===== config.mk =====
export PLATFORM = sky130hd
export DESIGN_NAME = torque_stability_detector
export DESIGN_NICKNAME = d
export VERILOG_FILES = /design/src/rtl/tsd_pkg.sv /design/src/rtl/tsd_filt.sv /design/src/rtl/torque_stability_detector.sv
export SDC_FILE = /design/constraint.sdc
export NUM_CORES = 1
export LEC_CHECK = 0
export BUFFER_PORTS_ARGS = -buffer_cell sky130_fd_sc_hd__buf_2
export CORE_AREA = 2 2 240 242
export CTS_CLUSTER_DIAMETER = 40
export DETAILED_ROUTE_END_ITERATION = 10
export DIE_AREA = 0 0 242 244
export REMOVE_ABC_BUFFERS = 1
export SLEW_MARGIN = 20
export SYNTH_ARGS = -nofsm -noshare
export SYNTH_HDL_FRONTEND = slang
export SYNTH_SLANG_ARGS = --single-unit

===== constraint.sdc =====
create_clock -name clk_i -period 25.8 [get_ports clk_i]
set_input_delay 5.16 -clock clk_i [delete_from_list [all_inputs] [get_ports clk_i]]
set_output_delay 5.16 -clock clk_i [all_outputs]
set_load 0.01 [all_outputs]

===== src/rtl/tsd_pkg.sv =====
package tsd_pkg;

  // Offset applied to the normal path step so that it stays non-negative
  localparam logic [16:0] STEP_OFFSET = 17'd64000;
  // Filter outputs are clamped to this magnitude
  localparam logic signed [15:0] TORQUE_LIMIT = 16'sd32000;
  // Idle hold count above which the idle path reports instability
  localparam logic [7:0] IDLE_COUNT_LIMIT = 8'd25;

  // Configuration register indexes
  localparam int unsigned CfgIdxW = 4;
  localparam logic [CfgIdxW-1:0] CFG_NORMAL_GAIN     = 4'd0;
  localparam logic [CfgIdxW-1:0] CFG_IDLE_GAIN       = 4'd1;
  localparam logic [CfgIdxW-1:0] CFG_ACCEL_THRESHOLD = 4'd2;
  localparam logic [CfgIdxW-1:0] CFG_DECEL_THRESHOLD = 4'd3;
  localparam logic [CfgIdxW-1:0] CFG_ACCEL_HOLD      = 4'd4;
  localparam logic [CfgIdxW-1:0] CFG_DECEL_HOLD      = 4'd5;
  localparam logic [CfgIdxW-1:0] CFG_IDLE_HOLD       = 4'd6;
  localparam logic [CfgIdxW-1:0] CFG_IDLE_THRESHOLD  = 4'd7;

  typedef struct packed {
    logic signed [15:0] torque_sample;
    logic               normal_active;
    logic               idle_active;
  } tsd_in_t;

  typedef struct packed {
    logic               not_stable;
    logic               normal_reset_pulse;
    logic               idle_reset_pulse;
    logic               accel_detected;
    logic [16:0]        normal_step;
    logic [15:0]        idle_step;
    logic signed [15:0] normal_filtered;
    logic signed [15:0] idle_filtered;
  } tsd_out_t;

endpackage


===== src/rtl/tsd_filt.sv =====
// First-order torque filter, one update per call, gain over 256.
module tsd_filt
  import tsd_pkg::*;
(
  input  logic               started_i,
  input  logic               load_req_i,
  input  logic [8:0]         gain_i,
  input  logic signed [24:0] acc_i,
  input  logic signed [15:0] out_i,
  input  logic signed [15:0] sample_i,
  output logic signed [24:0] acc_o,
  output logic signed [15:0] out_o,
  output logic signed [15:0] prev_o
);

  function automatic logic signed [15:0] clamp18(input logic signed [17:0] v);
    logic signed [17:0] lim;
    lim = {{2{TORQUE_LIMIT[15]}}, TORQUE_LIMIT};
    if (v > lim) begin
      return TORQUE_LIMIT;
    end else if (v < -lim) begin
      return -TORQUE_LIMIT;
    end else begin
      return v[15:0];
    end
  endfunction

  logic               load;
  logic signed [24:0] samp_sc;
  logic signed [24:0] diff;
  logic signed [8:0]  gain_s;
  logic signed [33:0] prod;
  logic               trunc_fix;
  logic signed [24:0] quot;
  logic signed [24:0] acc_upd;
  logic signed [25:0] rnd;
  logic signed [15:0] out_upd;
  logic signed [15:0] samp_cl;

  // Load directly on first run, on a path reset, or at a gain of 256 or more
  assign load = !started_i || load_req_i || gain_i[8];

  // Scale the sample, take the error against the accumulator and weight it
  assign samp_sc = {sample_i[15], sample_i, 8'h00};
  assign diff    = samp_sc - acc_i;
  assign gain_s  = {1'b0, gain_i[7:0]};
  assign prod    = diff * gain_s;

  // Divide by 256 truncating towards zero
  assign trunc_fix = prod[33] && (prod[7:0] != 8'h00);
  assign quot      = prod[32:8] + {24'd0, trunc_fix};
  assign acc_upd   = acc_i + quot;

  // Round half up to the output scale, then clamp
  assign rnd     = {acc_upd[24], acc_upd} + 26'sd128;
  assign out_upd = clamp18(rnd[25:8]);
  assign samp_cl = clamp18({{2{sample_i[15]}}, sample_i});

  always_comb begin
    if (load) begin
      out_o = samp_cl;
      acc_o = {samp_cl[15], samp_cl, 8'h00};
    end else begin
      out_o = out_upd;
      acc_o = acc_upd;
    end
  end

  // Previous output; on the first run it equals the new one
  assign prev_o = started_i ? out_i : out_o;

endmodule


===== src/rtl/torque_stability_detector.sv =====
// Channel | Direction | Handshake                  | Payload
// in      | input     | in_valid_i / in_ready_o    | in_data_i  (tsd_in_t)
// out     | output    | out_valid_o / out_ready_i  | out_data_o (tsd_out_t)
// cfg     | input     | cfg_valid_i / cfg_ready_o  | cfg_index_i, cfg_data_i
//
// One sample per cycle sustained while the result is not stalled; a sample moves
// from the input register to the result register once the result register is free or
// being read. The shared 25x8 filter multiply and the step compares sit between them.
// Reset clears the filter state, hold counters and configuration to defaults.
// With the result stalled, one more sample is held in the input register.
module torque_stability_detector
  import tsd_pkg::*;
(
  input  logic               clk_i,
  input  logic               rst_ni,
  input  logic               in_valid_i,
  output logic               in_ready_o,
  input  tsd_in_t            in_data_i,
  output logic               out_valid_o,
  input  logic               out_ready_i,
  output tsd_out_t           out_data_o,
  input  logic               cfg_valid_i,
  output logic               cfg_ready_o,
  input  logic [CfgIdxW-1:0] cfg_index_i,
  input  logic [15:0]        cfg_data_i
);

  // Configuration registers
  logic [8:0]  normal_gain_q, idle_gain_q;
  logic [15:0] accel_thr_q, decel_thr_q, idle_thr_q;
  logic [7:0]  accel_hold_q, decel_hold_q, idle_hold_q;

  // Path state
  logic               last_n_q, last_i_q;
  logic               n_started_q, i_started_q;
  logic signed [24:0] n_acc_q, i_acc_q;
  logic signed [15:0] n_out_q, i_out_q;
  logic [7:0]         n_hold_q, i_hold_q;

  // Input and result registers
  logic     stg_valid_q;
  tsd_in_t  stg_q;
  logic     out_valid_q;
  tsd_out_t res_q;

  logic advance;
  logic norm, idle, run_idle;
  logic rst_n, rst_i;

  logic               f_started, f_load_req;
  logic [8:0]         f_gain;
  logic signed [24:0] f_acc_in, f_acc;
  logic signed [15:0] f_out_in, f_out, f_prev;

  logic signed [17:0] dn;
  logic [16:0]        nstep;
  logic               accel;
  logic [17:0]        accel_lim;
  logic               reload_n;
  logic [7:0]         n_hold_d;
  logic signed [16:0] di;
  logic [16:0]        di_abs;
  logic [15:0]        istep;
  logic               reload_i;
  logic [7:0]         i_hold_d;
  logic               not_stable;
  tsd_out_t           res_d;

  assign cfg_ready_o = 1'b1;
  assign advance     = stg_valid_q && (!out_valid_q || out_ready_i);
  assign in_ready_o  = !stg_valid_q || advance;
  assign out_valid_o = out_valid_q;
  assign out_data_o  = res_q;

  assign norm     = stg_q.normal_active;
  assign idle     = stg_q.idle_active;
  assign run_idle = !norm && idle;
  assign rst_n    = norm && !last_n_q;
  assign rst_i    = idle && !last_i_q;

  // Steer the shared filter to whichever path runs
  assign f_started  = norm ? n_started_q   : i_started_q;
  assign f_load_req = norm ? rst_n         : rst_i;
  assign f_gain     = norm ? normal_gain_q : idle_gain_q;
  assign f_acc_in   = norm ? n_acc_q       : i_acc_q;
  assign f_out_in   = norm ? n_out_q       : i_out_q;

  tsd_filt u_filt (
    .started_i  (f_started),
    .load_req_i (f_load_req),
    .gain_i     (f_gain),
    .acc_i      (f_acc_in),
    .out_i      (f_out_in),
    .sample_i   (stg_q.torque_sample),
    .acc_o      (f_acc),
    .out_o      (f_out),
    .prev_o     (f_prev)
  );

  // Normal path: offset step, classify and reload the hold counter
  always_comb begin
    dn = {{2{f_out[15]}}, f_out} - {{2{f_prev[15]}}, f_prev}
         + $signed({1'b0, STEP_OFFSET});
    if (!norm) begin
      nstep = 17'd0;
    end else if (rst_n) begin
      nstep = STEP_OFFSET;
    end else if (dn[17]) begin
      nstep = 17'd0;
    end else begin
      nstep = dn[16:0];
    end
    accel     = norm && (nstep >= STEP_OFFSET);
    accel_lim = {2'b00, accel_thr_q} + {1'b0, STEP_OFFSET};
    reload_n  = ({1'b0, nstep} > accel_lim) || (nstep < {1'b0, decel_thr_q}) || rst_n;
    if (reload_n) begin
      n_hold_d = accel ? accel_hold_q : decel_hold_q;
    end else if (n_hold_q != 8'd0) begin
      n_hold_d = n_hold_q - 8'd1;
    end else begin
      n_hold_d = 8'd0;
    end
  end

  // Idle path: absolute step against the threshold
  always_comb begin
    di     = {f_out[15], f_out} - {f_prev[15], f_prev};
    di_abs = di[16] ? 17'(-di) : 17'(di);
    istep  = (run_idle && !rst_i) ? di_abs[15:0] : 16'd0;
    reload_i = (istep > idle_thr_q) || rst_i;
    if (reload_i) begin
      i_hold_d = idle_hold_q;
    end else if (i_hold_q != 8'd0) begin
      i_hold_d = i_hold_q - 8'd1;
    end else begin
      i_hold_d = 8'd0;
    end
  end

  // Assemble the result
  always_comb begin
    if (norm) begin
      not_stable = (n_hold_d != 8'd0);
    end else if (idle) begin
      not_stable = (i_hold_d > IDLE_COUNT_LIMIT);
    end else begin
      not_stable = 1'b1;
    end
    res_d.not_stable         = not_stable;
    res_d.normal_reset_pulse = rst_n;
    res_d.idle_reset_pulse   = rst_i;
    res_d.accel_detected     = accel;
    res_d.normal_step        = nstep;
    res_d.idle_step          = istep;
    res_d.normal_filtered    = norm ? f_out : n_out_q;
    res_d.idle_filtered      = run_idle ? f_out : i_out_q;
  end

  // Handshake control for both registers
  always_ff @(posedge clk_i or negedge rst_ni) begin
    if (!rst_ni) begin
      stg_valid_q <= 1'b0;
      out_valid_q <= 1'b0;
    end else begin
      if (in_ready_o) begin
        stg_valid_q <= in_valid_i;
      end
      if (advance) begin
        out_valid_q <= 1'b1;
      end else if (out_ready_i) begin
        out_valid_q <= 1'b0;
      end
    end
  end

  // Payload registers: capture on transfer, hold otherwise
  always_ff @(posedge clk_i) begin
    if (in_valid_i && in_ready_o) begin
      stg_q <= in_data_i;
    end
    if (advance) begin
      res_q <= res_d;
    end
  end

  // Advance path state once per sample
  always_ff @(posedge clk_i or negedge rst_ni) begin
    if (!rst_ni) begin
      last_n_q    <= 1'b0;
      last_i_q    <= 1'b0;
      n_started_q <= 1'b0;
      i_started_q <= 1'b0;
      n_acc_q     <= '0;
      i_acc_q     <= '0;
      n_out_q     <= '0;
      i_out_q     <= '0;
      n_hold_q    <= '0;
      i_hold_q    <= '0;
    end else if (advance) begin
      last_n_q <= norm;
      last_i_q <= idle;
      if (norm) begin
        n_started_q <= 1'b1;
        n_acc_q     <= f_acc;
        n_out_q     <= f_out;
        n_hold_q    <= n_hold_d;
      end else if (idle) begin
        i_started_q <= 1'b1;
        i_acc_q     <= f_acc;
        i_out_q     <= f_out;
        i_hold_q    <= i_hold_d;
      end
    end
  end

  // Configuration writes; unknown indexes are dropped
  always_ff @(posedge clk_i or negedge rst_ni) begin
    if (!rst_ni) begin
      normal_gain_q <= 9'd32;
      idle_gain_q   <= 9'd32;
      accel_thr_q   <= '0;
      decel_thr_q   <= '0;
      accel_hold_q  <= '0;
      decel_hold_q  <= '0;
      idle_hold_q   <= '0;
      idle_thr_q    <= '0;
    end else if (cfg_valid_i && cfg_ready_o) begin
      case (cfg_index_i)
        CFG_NORMAL_GAIN:     normal_gain_q <= cfg_data_i[8:0];
        CFG_IDLE_GAIN:       idle_gain_q   <= cfg_data_i[8:0];
        CFG_ACCEL_THRESHOLD: accel_thr_q   <= cfg_data_i;
        CFG_DECEL_THRESHOLD: decel_thr_q   <= cfg_data_i;
        CFG_ACCEL_HOLD:      accel_hold_q  <= cfg_data_i[7:0];
        CFG_DECEL_HOLD:      decel_hold_q  <= cfg_data_i[7:0];
        CFG_IDLE_HOLD:       idle_hold_q   <= cfg_data_i[7:0];
        CFG_IDLE_THRESHOLD:  idle_thr_q    <= cfg_data_i;
        default: ;
      endcase
    end
  end

  // A normal path reset always reports the bare offset as its step
  a_nrst_step: assert property (@(posedge clk_i) disable iff (!rst_ni)
    advance && norm && rst_n |=> res_q.normal_step == STEP_OFFSET && res_q.accel_detected)
    else $error("normal reset step not at offset");

  // With neither path active the result is unstable
  a_none_unstable: assert property (@(posedge clk_i) disable iff (!rst_ni)
    advance && !norm && !idle |=> res_q.not_stable && res_q.normal_step == 17'd0)
    else $error("inactive sample not flagged unstable");

  // Stored filter outputs stay within the clamp
  a_clamp: assert property (@(posedge clk_i) disable iff (!rst_ni)
    n_out_q <= TORQUE_LIMIT && n_out_q >= -TORQUE_LIMIT
    && i_out_q <= TORQUE_LIMIT && i_out_q >= -TORQUE_LIMIT)
    else $error("filter output outside clamp");

  // Input stalls only while a held sample waits behind a stalled result
  a_stall: assert property (@(posedge clk_i) disable iff (!rst_ni)
    !in_ready_o |-> stg_valid_q && out_valid_q && !out_ready_i)
    else $error("input stalled without cause");

endmodule

### Word-level counts from Yosys, hierarchy flattened

Index checks and enable logic that the tools add are counted.

* output and inout bits: 72
* register bits: 281

* equality and inequality tests: 7
* reductions and logical operators: 38
* magnitude comparators: 9
* bitwise logic cells: 1
* multiplexer cells: 28
* $mul: 1
* add/sub/neg operators: 11

Operator list (count)
* $mux W16: 11
* $mux W17: 3
* $mux W25: 2
* $mux W8: 5
* $mul A25 B9 Y34: 1
* $sub A16 B16 Y17: 2
* $reduce_bool A8 Y1: 4
* $add A25 B9 Y26 const B: 1
* $add A25 B1 Y25: 1
* $add A25 B25 Y25: 1
* $sub A24 B25 Y25: 1
* $add A17 B17 Y18 const B: 1
* $gt A18 B16 Y1 const B: 1
* $lt A18 B16 Y1 const B: 1
* $reduce_and A2 Y1: 9
* $add A16 B16 Y17 const B: 1
* $ge A17 B16 Y1 const B: 1
* $gt A17 B17 Y1: 1
* $lt A17 B16 Y1: 1
* $eq A4 B3 Y1 const B: 4
* $gt A16 B16 Y1: 1
* $gt A16 B16 Y1 const B: 1
* $lt A16 B16 Y1 const B: 1
* $neg A16 Y16: 1
* 13 further kinds: 39

### Logic depth before layout (Yosys ltp)

* depth after elaboration: 24
* mapped depth: 85
* depth with buffers taken out: 78

### By module

From an unflattened synthesis, not the netlist that was laid out.

* cell total of the unflattened synthesis: 2703
* area total of the unflattened synthesis: 25879.8 sq um

Modules (own cells, without submodules)
* torque_stability_detector: instances 1, area an instance 15337.2 sq um, cells each 1352, seq. area each 7469.7 sq um
* tsd_filt: instances 1, area an instance 10542.6 sq um, cells each 1351, seq. area each 0.0 sq um

### Worst setup path before layout

No wires, ideal clock.

* path type: reg-to-reg
* start: register stg_q, in the netlist norm
* end: register res_q, in the netlist out_data_o[68], data pin
* path slack: 7.541 ns
* cell stages (with the launch flop): 78
* setup time: 0.283 ns
* buffers on the path: 6
* arrival: 17.976 ns
* cell sequence: edfxtp_1 -> clkbuf_1 -> buf_1 -> clkbuf_1 -> buf_1 -> buf_1 -> mux2i_1 -> ha_1 -> and2_1 -> nand2_1 -> nor2_1 -> a211o_1 -> a211oi_1 -> o21ai_0 -> a31oi_1 -> o31ai_1 -> xnor2_1 -> nand2_1 -> [42 not listed] -> o31a_1 -> or3_1 -> or3b_1 -> or3_1 -> nor4b_1 -> mux2i_1 -> nand3_1 -> mux2_1 -> ha_1 -> nand4_1 -> nor2_1 -> a211oi_1 -> o31ai_1 -> a21o_1 -> clkbuf_1 -> o41ai_1 -> o211a_1 -> a41oi_1

* elaborated cells between the ends (all ways): 49

RTL lines
* start, declared: RTL line torque_stability_detector.sv:42 `tsd_in_t stg_q;`
* start signal, assigned: RTL line torque_stability_detector.sv:179 `stg_q <= in_data_i;`
* $mux W25: RTL line torque_stability_detector.sv:85 `assign f_acc_in = norm ? n_acc_q : i_acc_q;`
* $sub A24 B25 Y25: RTL line tsd_filt.sv:45 `assign diff = samp_sc - acc_i;`
* $mul A25 B9 Y34: RTL line tsd_filt.sv:47 `assign prod = diff * gain_s;`
* $reduce_bool A8 Y1: RTL line tsd_filt.sv:50 `assign trunc_fix = prod[33] && (prod[7:0] != 8'h00);`
* $logic_and A1 B1 Y1: RTL line tsd_filt.sv:50
* $add A25 B1 Y25: RTL line tsd_filt.sv:51 `assign quot = prod[32:8] + {24'd0, trunc_fix};`
* $add A25 B25 Y25: RTL line tsd_filt.sv:52 `assign acc_upd = acc_i + quot;`
* $add A25 B9 Y26: RTL line tsd_filt.sv:55 `assign rnd = {acc_upd[24], acc_upd} + 26'sd128;`
* [4 not listed]
* net f_out[2]: RTL line torque_stability_detector.sv:53 `logic signed [15:0] f_out_in, f_out, f_prev;`
* [5 not listed]
* net istep[15]: RTL line torque_stability_detector.sv:63 `logic [15:0] istep;`
* $gt A16 B16 Y1 *: RTL line torque_stability_detector.sv:130 `reload_i = (istep > idle_thr_q) || rst_i;`
* $logic_or A1 B1 Y1 *: RTL line torque_stability_detector.sv:130
* $mux W8 *: RTL line torque_stability_detector.sv:131 `if (reload_i) begin`
* $gt A8 B5 Y1 *: RTL line torque_stability_detector.sv:145 `not_stable = (i_hold_d > IDLE_COUNT_LIMIT);`
* $mux W1 *: RTL line torque_stability_detector.sv:144 `end else if (idle) begin`
* $mux W1 *: RTL line torque_stability_detector.sv:142 `if (norm) begin`
* net not_stable: RTL line torque_stability_detector.sv:66 `logic not_stable;`
* end signal, assigned: RTL line torque_stability_detector.sv:182 `res_q <= res_d;`
* end, declared: RTL line torque_stability_detector.sv:44 `tsd_out_t res_q;`

Mark *: on every way through the listed nets, which the timed path passes. The rest lies on a longest branch.
A chain may end at the register's enable or synchronous reset.

### Worst setup path in the final report

* start: register stg_q, in the netlist norm
* end: register res_q, in the netlist out_data_o[68], data pin

* longest elaborated chain between the ends: 24
* elaborated cells between the ends (all ways): 49

RTL lines
* $mux W25: RTL line torque_stability_detector.sv:85
* $sub A24 B25 Y25: RTL line tsd_filt.sv:45
* $mul A25 B9 Y34: RTL line tsd_filt.sv:47
* $reduce_bool A8 Y1: RTL line tsd_filt.sv:50
* $logic_and A1 B1 Y1: RTL line tsd_filt.sv:50
* $add A25 B1 Y25: RTL line tsd_filt.sv:51
* $add A25 B25 Y25: RTL line tsd_filt.sv:52
* $add A25 B9 Y26: RTL line tsd_filt.sv:55
* [4 not listed]
* net f_out[2]: RTL line torque_stability_detector.sv:53
* [6 not listed]
* net nstep[3]: RTL line torque_stability_detector.sv:56 `logic [16:0] nstep;`
* $ge A17 B16 Y1 (tied with other cells): RTL line torque_stability_detector.sv:113 `accel = norm && (nstep >= STEP_OFFSET);`
* $logic_and A1 B1 Y1 / $logic_or A1 B1 Y1 (equally long branches): RTL line torque_stability_detector.sv:113, torque_stability_detector.sv:115
* $mux W8 / $logic_or A1 B1 Y1 (equally long branches): RTL line torque_stability_detector.sv:117, torque_stability_detector.sv:115
* $mux W8 *: RTL line torque_stability_detector.sv:116 `if (reload_n) begin`
* $reduce_bool A8 Y1 *: RTL line torque_stability_detector.sv:143 `not_stable = (n_hold_d != 8'd0);`
* $mux W1 *: RTL line torque_stability_detector.sv:142
* net not_stable: RTL line torque_stability_detector.sv:66

Marked as above.

==> results.cfg <==
[global_routing]
grt_usage = 0.237
grt_pass1_wl_microns = 112000
grt_max_degree = 94
grt.overflow.total = 0
antenna_found_initial = 1
grt_pass1_vias = 20758

[die]
die_height_microns = 244
core_sq_mm = 0.0562
start_util = 0.458
io_pins = 115
die_area_sq_mm = 0.0590
rows = 87
die_x_microns = 242

[cts]
clock_latency_ps = 550
post_cts_buffers = 0
h-tree-depth = 2
cts_tree = built
clock-root-buffer = clkbuf_16
cts_resized = 0
path_clk_slew_ps = 60
cts_sinks = 281
cts_buffers = 37
hold_buffers = 0
clockBufferDepth = 3

[sta]
worstMarginPinSlew_ps = 1060
hold_viol = 0
tns_ps = 0
fmax_mhz = 48.7
grt_setup_unrepaired = no
finClkSkew_ps = 25.3
timing.final.crit_share = 0.796
setup_viol = 0
relSlewSlack = 0.290
period_minus_slack_ps = 20530
slew_viol_final = 0

[placement]
place_congestion = 0.937
portBuffers = 113
dpl.hpwl_microns = 54500

[synth]
syn-cell-area_sq_mm = 0.0257
synth_xor_area_frac = 0.0517
synth.most_common_cell = inv_1
synth_top_area_cell = dfrtp_1
synthCells = 2775
synth_top_family_by_area = adder cells
synth_seq_cells = 281
syn_area_per_cell_sq_um = 9.26
synthAdderAreaFrac = 0.230
synth_flop_cell = dfrtp_1
synthMuxAreaShare = 0.0727
synth_edf_count = 87
synth-compound-area-share = 0.152
synth_top_area_frac = 0.187
synth_cell_types = 91
synth.top_cells.by_count = inv_1, nand2_1, nor2_1, ha_1, dfrtp_1
yosys_warnings = 0
yosysSeqAreaShare = 0.291
netlist_top_cells_area = dfrtp_1, fa_1, edfxtp_1, ha_1, inv_1
synth_simple_gate_area_frac = 0.142
async_flop_share = 0.690

[layout]
area_growth_syn_to_layout_pct = 10.5
final_net_count = 3275
antenna_cells = 0
utilization = 0.506
drive_gt1_frac = 0.127
num-fill-cells = 5257

[worst_setup_path]
crit_arrival_ps = 20770
crit_top_cell = fa_1
worstPathMaxFanout = 93
startpoint_type = flop
slowest_delay_ps = 790
end_kind = flop
worstSetupPathType = flop to flop
worstPathRequired_ps = 26040
ff2ff_setup_slack_ps = 5270
cp_slowest_cell = mux2i_1

[routing]
via_count = 20248
first_pass_iters = 5
vias_per_cell = 5.56
drt_iter0_markers = 1168
drc = 0
antenna_left = 0
wl_microns = 69800
post_drt_wl_per_cell_microns = 19.2

[flow_run]
drv_cap = 0

[hold_path]
hold_path_class = flop to flop

[run_status]
status = completed
routing by layer:
metal	GRT usage	routed length, microns	up-vias
li1	-	-	9648
met1	0.319	31700	10007
met2	0.401	33300	465
met3	0.0251	2750	126
met4	0.0759	1990	2
met5	0	13	-
metrics by stage:
stage	cells	setup slack (ps)	hold slack (ps)	area, sq um
floorplan	2686	6510	434	25300
global placement	3576	6360	460	27100
detailed placement	3576	5550	470	27100
CTS	3644	5470	483	28400
global route	3644	3700	504	28400
finish	3644	5270	479	28400
flip-flops by register name, summed over array words and instances (netlist names):
name	cells
stg_q	16
n_hold_q	8
idle	1
i_hold_q	8
n_acc_q	25
out_data_o	69
norm	1
last_i_q	1
idle_gain_q	9
idle_thr_q	16
n_out_q	16
last_n_q	1
out_valid_o	1
decel_hold_q	8
i_started_q	1
i_out_q	16
accel_thr_q	16
n_started_q	1
accel_hold_q	8
normal_gain_q	9
idle_hold_q	8
i_acc_q	25
stg_valid_q	1
decel_thr_q	16
cell type report:
cell class	instances	area, sq um	share of cell area
Clock buffer	46	1050	0.0371
Clock inverter	22	283	0.00995
Inverter	325	1220	0.0429
Multi-Input combinational cell	2080	16700	0.588
Sequential cell	281	7470	0.263
Tap cell	756	946	0.0333
Timing Repair Buffer	134	744	0.0262
path summary, 6_finish.rpt:
kind / startpoint / depth (start not counted) / to
worst max-delay path: norm / 70 / out_data_o[68]
worst min-delay path: n_acc_q[10] / 2 / n_acc_q[10]
worst max register to register: norm / 70 / out_data_o[68]
worst min register to register: n_acc_q[10] / 2 / n_acc_q[10]
max in group asynchronous: rst_ni / 3 / n_hold_q[5]
min in group asynchronous: rst_ni / 1 / idle_thr_q[12]
worst max-delay path, delay by kind of cell (launching register included):
| kind | cells | cell delay (ps) |
|---|---|---|
| flip-flops | 1 | 370 |
| buffers and inverters | 5 | 710 |
| AO/OA/AOI/OAI | 36 | 9240 |
| AND/OR/NAND/NOR | 13 | 3090 |
| XOR/XNOR | 3 | 1020 |
| adder cells (fa/ha/maj) | 11 | 4560 |
| multiplexers | 2 | 1020 |
logic make-up (layout without fill, tap and decap cells):
| kind of cell | Yosys count | count (layout) |
|---|---|---|
| and+or+nand+nor | 794 | 794 |
| AOI/OAI and AO/OA | 589 | 589 |
| buffers and inverters | 414 | 527 |
| adders and majority gates | 373 | 373 |
| other | 1 | 1 |
| xor gates and xnor gates | 150 | 150 |
| muxes | 173 | 173 |
| DFF | 281 | 281 |
placed cells by master, fill, tap and decap left out, types with 49 or more instances in the layout:
master / instances
a21o_1: 58
a21oi_1: 134
buf_2: 112
dfrtp_1: 192
edfxtp_1: 87
fa_1: 165
ha_1: 208
inv_1: 321
mux2_2: 104
mux2i_1: 61
nand2_1: 284
nand2b_1: 53
nor2_1: 230
o21ai_0: 155
xnor2_1: 100
xor2_1: 49
Power is left out: the tool's default activity adds up to more than one toggle a clock period on the data nets, which glitch-free logic cannot reach.
